File: src/design/fwm_pkg.sv
// Shared types and constants for the frame rate window meter.
// No dependencies; imported by fwm_ms_convert and frame_rate_window_meter.
`default_nettype none

package fwm_pkg;

   // millisecond conversion: ns / 1e6 == (ns >> 6) / 15625
   localparam logic [9:0]  MS_PER_SEC   = 10'd1000;
   localparam int          NS_SHIFT     = 6;
   localparam logic [13:0] NS_ODD_DIV   = 14'd15625;
   // floor(2^34 / 15625); estimate is exact or one short
   localparam logic [20:0] RECIP_M      = 21'd1099511;
   localparam int          RECIP_SHIFT  = 34;

   localparam logic [15:0] WINDOW_RESET = 16'd1000;
   localparam logic [7:0]  RATE_MAX     = 8'd255;

   typedef enum logic [3:0] {
      ST_IDLE  = 4'b0001,
      ST_CONV  = 4'b0010,
      ST_SCAN  = 4'b0100,
      ST_DRAIN = 4'b1000
   } fwm_state_type;

endpackage

`default_nettype wire

File: src/design/fwm_ms_convert.sv
// Four-stage pipeline turning seconds and nanoseconds into a 32-bit millisecond count.
// Depends on fwm_pkg for the conversion constants.
`default_nettype none

module fwm_ms_convert
   import fwm_pkg::*;
(
   input  wire logic        clock,
   input  wire logic        reset,
   input  wire logic        start,
   input  wire logic [31:0] sec,
   input  wire logic [29:0] nsec,
   output logic             done,
   output logic [31:0]      ms_value
);

   logic        v1_ff, v2_ff, v3_ff, v4_ff;
   logic [31:0] secms1_ff, secms2_ff, secms3_ff;
   logic [23:0] x1_ff, x2_ff;
   logic [10:0] q01_ff, q02_ff, q3_ff;
   logic [24:0] p2_ff;
   logic [31:0] ms4_ff;

   logic [41:0] secms_full;
   logic [23:0] x_in;
   logic [44:0] recip_full;
   logic [24:0] p2_in;
   logic [23:0] rem;
   logic [10:0] q3_in;
   logic [31:0] ms4_in;

   always_comb begin
      secms_full = {10'b0, sec} * {32'b0, MS_PER_SEC};
      x_in       = nsec[29:NS_SHIFT];
      recip_full = {21'b0, x_in} * {24'b0, RECIP_M};
      p2_in      = {14'b0, q01_ff} * {11'b0, NS_ODD_DIV};
      rem        = x2_ff - p2_ff[23:0];
      // estimate may be one short of the true quotient
      q3_in      = (rem >= {10'b0, NS_ODD_DIV}) ? q02_ff + 11'd1 : q02_ff;
      ms4_in     = secms3_ff + {21'b0, q3_ff};
   end

   always_ff @(posedge clock) begin
      if (reset) begin
         v1_ff <= 1'b0;
         v2_ff <= 1'b0;
         v3_ff <= 1'b0;
         v4_ff <= 1'b0;
      end else begin
         v1_ff <= start;
         v2_ff <= v1_ff;
         v3_ff <= v2_ff;
         v4_ff <= v3_ff;
      end
   end

   always_ff @(posedge clock) begin
      secms1_ff <= secms_full[31:0];
      x1_ff     <= x_in;
      q01_ff    <= recip_full[44:RECIP_SHIFT];
      secms2_ff <= secms1_ff;
      x2_ff     <= x1_ff;
      q02_ff    <= q01_ff;
      p2_ff     <= p2_in;
      secms3_ff <= secms2_ff;
      q3_ff     <= q3_in;
      ms4_ff    <= ms4_in;
   end

   assign done     = v4_ff;
   assign ms_value = ms4_ff;

endmodule

`default_nettype wire

File: config.mk
export PLATFORM = sky130hd
export DESIGN_NAME = fwm_ms_convert
export DESIGN_NICKNAME = d
export VERILOG_FILES = /design/src/design/fwm_pkg.sv /design/src/design/fwm_ms_convert.sv
export SDC_FILE = /design/constraint.sdc
export NUM_CORES = 1
export LEC_CHECK = 0
export BUFFER_PORTS_ARGS = -buffer_cell sky130_fd_sc_hd__buf_2
export CAP_MARGIN = 20
export CORE_MARGIN = 3
export CORE_UTILIZATION = 52
export CTS_CLUSTER_DIAMETER = 40
export CTS_CLUSTER_SIZE = 40
export DETAILED_ROUTE_END_ITERATION = 10
export PLACE_DENSITY = 0.8
export SETUP_SLACK_MARGIN = 0.02
export SLEW_MARGIN = 10
export SYNTH_ARGS = -nofsm -noshare
export SYNTH_HDL_FRONTEND = slang
export SYNTH_SLANG_ARGS = --single-unit
File: constraint.sdc
create_clock -name clock -period 8.1 [get_ports clock]
set_clock_uncertainty 0.2 [all_clocks]
set_input_delay 0.81 -clock clock [delete_from_list [all_inputs] [get_ports clock]]
set_output_delay 0.81 -clock clock [all_outputs]
set_load 0.005 [all_outputs]
== Word level (Yosys, flattened, before mapping) ==
Cells that the tools add are included.

* Latch bits: 0
* Word-level logic and storage cells: 22
* Bits of input ports: 65
* RAM bits: 0
* Bits in registers: 228
* Bits in read-only memories: 0
* Output and inout port bits: 33
* Memories: 0

* Shift-type cells: 0
* Divide/modulo/power cells: 0
* $mul: 3
* Magnitude comparators: 1
* Mux-type cells: 1
* $add $sub $neg: 3
* Eq/ne operators: 0
* Bitwise logic cells: 0
* Reduce and logical (&&, ||, !) cells: 0

{| class="wikitable"
|+ Operators with widths
! operator !! count
|-
| $mul A24 B21 Y45 const B || 1
|-
| $add A32 B11 Y32 || 1
|-
| $mul A32 B7 Y29 const B || 1
|-
| $ge A24 B14 Y1 const B || 1
|-
| $mul A11 B14 Y24 const B || 1
|-
| $sub A24 B24 Y24 || 1
|-
| $add A11 B1 Y11 const B || 1
|-
| $mux W11 || 1
|}

== Depth between registers and ports, before layout ==
* Depth after elaboration: 3
* Mapped depth: 24
* Depth with buffers taken out: 24

== Worst setup path after synthesis ==
OpenSTA, ideal clock, no wires.

* Path kind: input port to flip-flop
* Start: in nsec[16]
* End: reg q01_ff[10]
* Buffers on the path: 0
* Library setup time: 0.072 ns
* Arrival time: 6.365 ns
* Setup slack: 1.464 ns
* Cell stages on the path: 24
* Data required time: 7.828 ns
* Cell sequence: ha_1 > xor2_1 > xnor2_1 > fa_1 > inv_1 > fa_1 > inv_1 > fa_1 > inv_1 > fa_1 > inv_1 > fa_1 > inv_1 > ha_1 > nand4_1 > a211oi_1 > o31ai_1 > a31o_2 > a21oi_1 > nor4_1 > o311ai_0 > a211oi_1 > o21bai_1 > xor2_1

* Cells in the longest elaborated chain, start to end: 1

{| class="wikitable"
|+ Ends and longest elaborated chain
! element !! RTL line !! text
|-
| from (decl) || fwm_ms_convert.sv:12 || <nowiki>input wire logic [29:0] nsec,</nowiki>
|-
| $mul A24 B21 Y45 || fwm_ms_convert.sv:35 || <nowiki>recip_full = {21'b0, x_in} * {24'b0, RECIP_M};</nowiki>
|-
| net recip_full[44] || fwm_ms_convert.sv:26 || <nowiki>logic [44:0] recip_full;</nowiki>
|-
| to (signal assigned) || fwm_ms_convert.sv:60 || <nowiki>q01_ff <= recip_full[44:RECIP_SHIFT];</nowiki>
|-
| to (decl) || fwm_ms_convert.sv:20 || <nowiki>logic [10:0] q01_ff, q02_ff, q3_ff;</nowiki>
|}

The timed path passes the listed nets, and every way through them passes these cells.
A chain may end at the register's enable or synchronous reset.

== Worst setup path after layout ==
* Start: in nsec[18]
* End: reg q01_ff[10]

Same word-level chain as after synthesis.

==> run_summary.xml <==
<?xml version="1.0" encoding="UTF-8"?>
<metrics>
  <group name="route">
    <metric name="wl" unit="mm">42.8</metric>
    <metric name="final_antenna_net_count" unit="">0</metric>
    <metric name="num_vias" unit="">14000</metric>
    <metric name="routed_wire_length_per_instance" unit="um">16.5</metric>
    <metric name="drt_pass1_iterations" unit="">5</metric>
    <metric name="route.detailed.vias_per_inst" unit="">5.39</metric>
    <metric name="post-route-drc-count" unit="">0</metric>
    <metric name="first_iter_violations" unit="">773</metric>
  </group>
  <group name="status">
    <metric name="status" unit="">finished clean</metric>
  </group>
  <group name="yosys">
    <metric name="yosys.cell_count.top_type" unit="">sky130_fd_sc_hd__ha_1</metric>
    <metric name="yosys.cell_types.count" unit="">66</metric>
    <metric name="post_synth_inst_count" unit="">1940</metric>
    <metric name="synthTopCellsByCount" unit="">sky130_fd_sc_hd__ha_1, sky130_fd_sc_hd__inv_1, sky130_fd_sc_hd__fa_1</metric>
    <metric name="synth_top_flop_cell" unit="">sky130_fd_sc_hd__dfxtp_1</metric>
    <metric name="synth-xor-area-share" unit="%">5.94</metric>
    <metric name="syn_avg_cell_area" unit="um2">10.8</metric>
    <metric name="synth_async_sr_flop_share" unit="%">0</metric>
    <metric name="area_share_of_and_or_nand_nor_cells_after_synthesis" unit="%">5.75</metric>
    <metric name="post_synthesis_share_of_cell_area_spent_on_full_adders_half_adders_and_majority_gates" unit="%">50.8</metric>
    <metric name="syn-num-nets" unit="">2679</metric>
    <metric name="synth_compound_area_share" unit="%">9.18</metric>
    <metric name="synth_top_area_share" unit="%">27.9</metric>
    <metric name="largest_family_of_logic_cells_by_synthesized_area" unit="">adder cells</metric>
    <metric name="synth_area_leader_cell" unit="">sky130_fd_sc_hd__fa_1</metric>
    <metric name="ys_top_cells_by_area" unit="">sky130_fd_sc_hd__fa_1, sky130_fd_sc_hd__ha_1, sky130_fd_sc_hd__dfxtp_1</metric>
    <metric name="muxShareOfSynthArea" unit="%">0.102</metric>
    <metric name="syn-cell-area" unit="um2">20900</metric>
    <metric name="synth-warning-count" unit="">0</metric>
    <metric name="seq_area_frac_synth" unit="%">21.5</metric>
    <metric name="ys_seq_elements" unit="">225</metric>
    <metric name="count_of_flip_flops_with_a_built_in_enable_after_synthesis" unit="">0</metric>
  </group>
  <group name="floorplanning">
    <metric name="die_h" unit="um">207</metric>
    <metric name="floorplan.die.width" unit="um">207</metric>
    <metric name="core-area" unit="um2">39200</metric>
    <metric name="die_area" unit="um2">42700</metric>
    <metric name="boundaryPins" unit="">98</metric>
    <metric name="fp-row-count" unit="">72</metric>
    <metric name="floorplan.initialDensity" unit="%">53.4</metric>
  </group>
  <group name="clock_tree">
    <metric name="cts.hold.buffers_added" unit="">0</metric>
    <metric name="cts_root_buffer" unit="">sky130_fd_sc_hd__clkbuf_16</metric>
    <metric name="post-cts-setup-buffers" unit="">0</metric>
    <metric name="clock_tree_from_tritoncts" unit="">built</metric>
    <metric name="clkSlewWorstSetupHoldPaths" unit="ps">70</metric>
    <metric name="cts_h_tree_depth" unit="">1</metric>
    <metric name="worst_skew_pair.late_latency" unit="ps">520</metric>
    <metric name="post_cts_resized" unit="">0</metric>
    <metric name="max-clock-path-buffers" unit="">3</metric>
    <metric name="cts.sink_count" unit="">225</metric>
    <metric name="cts_inserted_buffers" unit="">25</metric>
  </group>
  <group name="finish">
    <metric name="drive_above_1_share" unit="%">7.38</metric>
    <metric name="antenna-diode-count" unit="">0</metric>
    <metric name="finish.net_count" unit="">2795</metric>
    <metric name="layout-area-overhead-vs-synth" unit="%">9.35</metric>
  </group>
  <group name="placed_design">
    <metric name="place_congestion" unit="">0.937</metric>
    <metric name="dp_hpwl" unit="mm">35.1</metric>
    <metric name="port_buffers" unit="">88</metric>
  </group>
  <group name="sta">
    <metric name="final_number_of_setup_violating_endpoints" unit="">0</metric>
    <metric name="hold_viol_final" unit="">0</metric>
    <metric name="post-route-min-period" unit="ps">6910</metric>
    <metric name="worst_pin_slew" unit="ps">1080</metric>
    <metric name="fmax" unit="MHz">145</metric>
    <metric name="maxSlewViolCount" unit="">0</metric>
    <metric name="worst_slew_margin_rel" unit="%">27.0</metric>
    <metric name="final_critical_path_share_of_the_clock_period" unit="%">85.4</metric>
    <metric name="setup-tns-final" unit="ps">0</metric>
    <metric name="rsz0062_at_grt" unit="">false</metric>
  </group>
  <group name="global_routing">
    <metric name="grt_first_pass_wirelength" unit="mm">73.1</metric>
    <metric name="antenna_violations_before_repair" unit="">0</metric>
    <metric name="global_route.usage.total" unit="%">21.0</metric>
    <metric name="pin_count_of_the_biggest_net_entering_global_routing" unit="">19</metric>
    <metric name="remaining_global_route_overflow" unit="">0</metric>
    <metric name="via_count_of_the_first_global_routing_pass" unit="">15200</metric>
  </group>
  <group name="min_path">
    <metric name="hp-class" unit="">reg2reg</metric>
  </group>
  <group name="setup_path">
    <metric name="r2r_setup_slack" unit="ps">2960</metric>
    <metric name="crit_required" unit="ps">8300</metric>
    <metric name="worst-endpoint-arrival" unit="ps">7110</metric>
    <metric name="slowest_stage" unit="">sky130_fd_sc_hd__fa_1</metric>
    <metric name="cp-end-kind" unit="">register</metric>
    <metric name="timing.critical_path.mode_cell" unit="">sky130_fd_sc_hd__fa_1</metric>
    <metric name="critPathLaunchType" unit="">input pin</metric>
    <metric name="delay_of_the_slowest_cell_on_the_worst_path" unit="ps">550</metric>
    <metric name="worst-setup-path-type" unit="">in2reg</metric>
    <metric name="worstPathMaxFanout" unit="">11</metric>
    <metric name="crit_chain" unit="">buf_2, ha_1, xor2_1, xnor2_1, fa_1, inv_1, fa_1, fa_1, fa_1, inv_1, fa_1, inv_1, ha_1, a21o_1, a21oi_1, o21ai_0, o21ai_0, a21oi_1, nor4_1, o311ai_0, buf_4, a211oi_1, o21bai_1, xor2_1</metric>
  </group>
  <group name="job">
    <metric name="max_capacitance_violation_total" unit="">0</metric>
  </group>
</metrics>
[path summary, 6_finish.rpt]
path / to / start / cells after the start
setup / recovery: q01_ff[10]$_DFF_P_ / nsec[18] / 24
hold / removal: secms3_ff[16]$_DFF_P_ / secms2_ff[16]$_DFF_P_ / 0
setup reg to reg: p2_ff[22]$_DFF_P_ / q01_ff[3]$_DFF_P_ / 12
hold reg to reg: secms3_ff[16]$_DFF_P_ / secms2_ff[16]$_DFF_P_ / 0
[critical path: cells and delay by family]
| kind | cells | cell delay, ps |
|---|---|---|
| AOI/OAI and AO/OA | 8 | 1340 |
| xor gates and xnor gates | 3 | 550 |
| buffers and inverters | 5 | 680 |
| and+or+nand+nor | 1 | 410 |
| adders and majority gates | 7 | 3290 |
[cells in the final DEF (no fill, tap or decap), types with 4 or more instances in the layout]
master and instances:
sky130_fd_sc_hd__ha_1 382, sky130_fd_sc_hd__inv_1 371, sky130_fd_sc_hd__fa_1 292, sky130_fd_sc_hd__dfxtp_1 225
sky130_fd_sc_hd__xnor2_1 88, sky130_fd_sc_hd__buf_2 88, sky130_fd_sc_hd__a21oi_1 77, sky130_fd_sc_hd__nor2_1 56
sky130_fd_sc_hd__xor2_1 54, sky130_fd_sc_hd__o21ai_0 54, sky130_fd_sc_hd__a21o_1 36, sky130_fd_sc_hd__nand2_1 36
sky130_fd_sc_hd__clkbuf_16 25, sky130_fd_sc_hd__nand3_1 21, sky130_fd_sc_hd__o21a_1 20, sky130_fd_sc_hd__nor3_1 18
sky130_fd_sc_hd__nor2b_1 17, sky130_fd_sc_hd__o211ai_1 16, sky130_fd_sc_hd__o21bai_1 15, sky130_fd_sc_hd__nand4_1 15
sky130_fd_sc_hd__nand2b_1 13, sky130_fd_sc_hd__and3_1 11, sky130_fd_sc_hd__a211oi_1 11, sky130_fd_sc_hd__a22oi_1 10
sky130_fd_sc_hd__nor4_1 9, sky130_fd_sc_hd__and2_1 8, sky130_fd_sc_hd__a31oi_1 7, sky130_fd_sc_hd__o2111ai_1 7
sky130_fd_sc_hd__or3_1 7, sky130_fd_sc_hd__a31o_2 4, sky130_fd_sc_hd__or4_1 4, sky130_fd_sc_hd__or2_2 4
sky130_fd_sc_hd__and4_1 4, sky130_fd_sc_hd__clkinv_8 4, sky130_fd_sc_hd__inv_8 4, sky130_fd_sc_hd__buf_4 4
[layer usage]
metal  vias up  GRT usage [%]  wire length [um]
met5         -              0                 0
met3       112           2.48              1700
li1       6663              -                 -
met2       285           37.7             21700
met1      6910           26.7             18100
met4         0           5.99              1420
[logic make-up (layout without fill, tap and decap cells)]
logic type / Yosys count / count (layout)
buf+inv: 374 / 508
simple gates: 232 / 232
fa+ha+maj: 674 / 674
compound gates: 291 / 291
mux: 2 / 2
xor+xnor: 142 / 142
flops: 225 / 225
[sequential cells by signal, summed over array words and instances (netlist names), 8 cells and up]
name,cells
ms_value,32
p2_ff,24
q01_ff,11
q02_ff,8
q3_ff,11
secms1_ff,29
secms2_ff,29
secms3_ff,29
x1_ff,24
x2_ff,24
[through the flow]
stage / utilization, % / std cells / setup slack (ps) / area (um2) / hold slack, ps
floorplan: - / 1940 / 1460 / 20900 / 110
global placement: 56.2 / 2547 / 668 / 22000 / 110
detailed placement: 56.2 / 2547 / 674 / 22000 / 112
CTS: 58.4 / 2592 / 1200 / 22900 / 119
global route: 58.4 / 2592 / 848 / 22900 / 117
finish: 58.4 / 2592 / 1190 / 22900 / 118
[final cells by class]
class,instances,area [um2]
Clock buffer,26,629
Clock inverter,19,228
Fill cell,3108,16300
Inverter,371,1390
Multi-Input combinational cell,1341,15000
Sequential cell,225,4500
Tap cell,518,648
Timing Repair Buffer,92,470
Power is left out: the tool's default activity adds up to more than one toggle a clock period on the data nets, which glitch-free logic cannot reach.
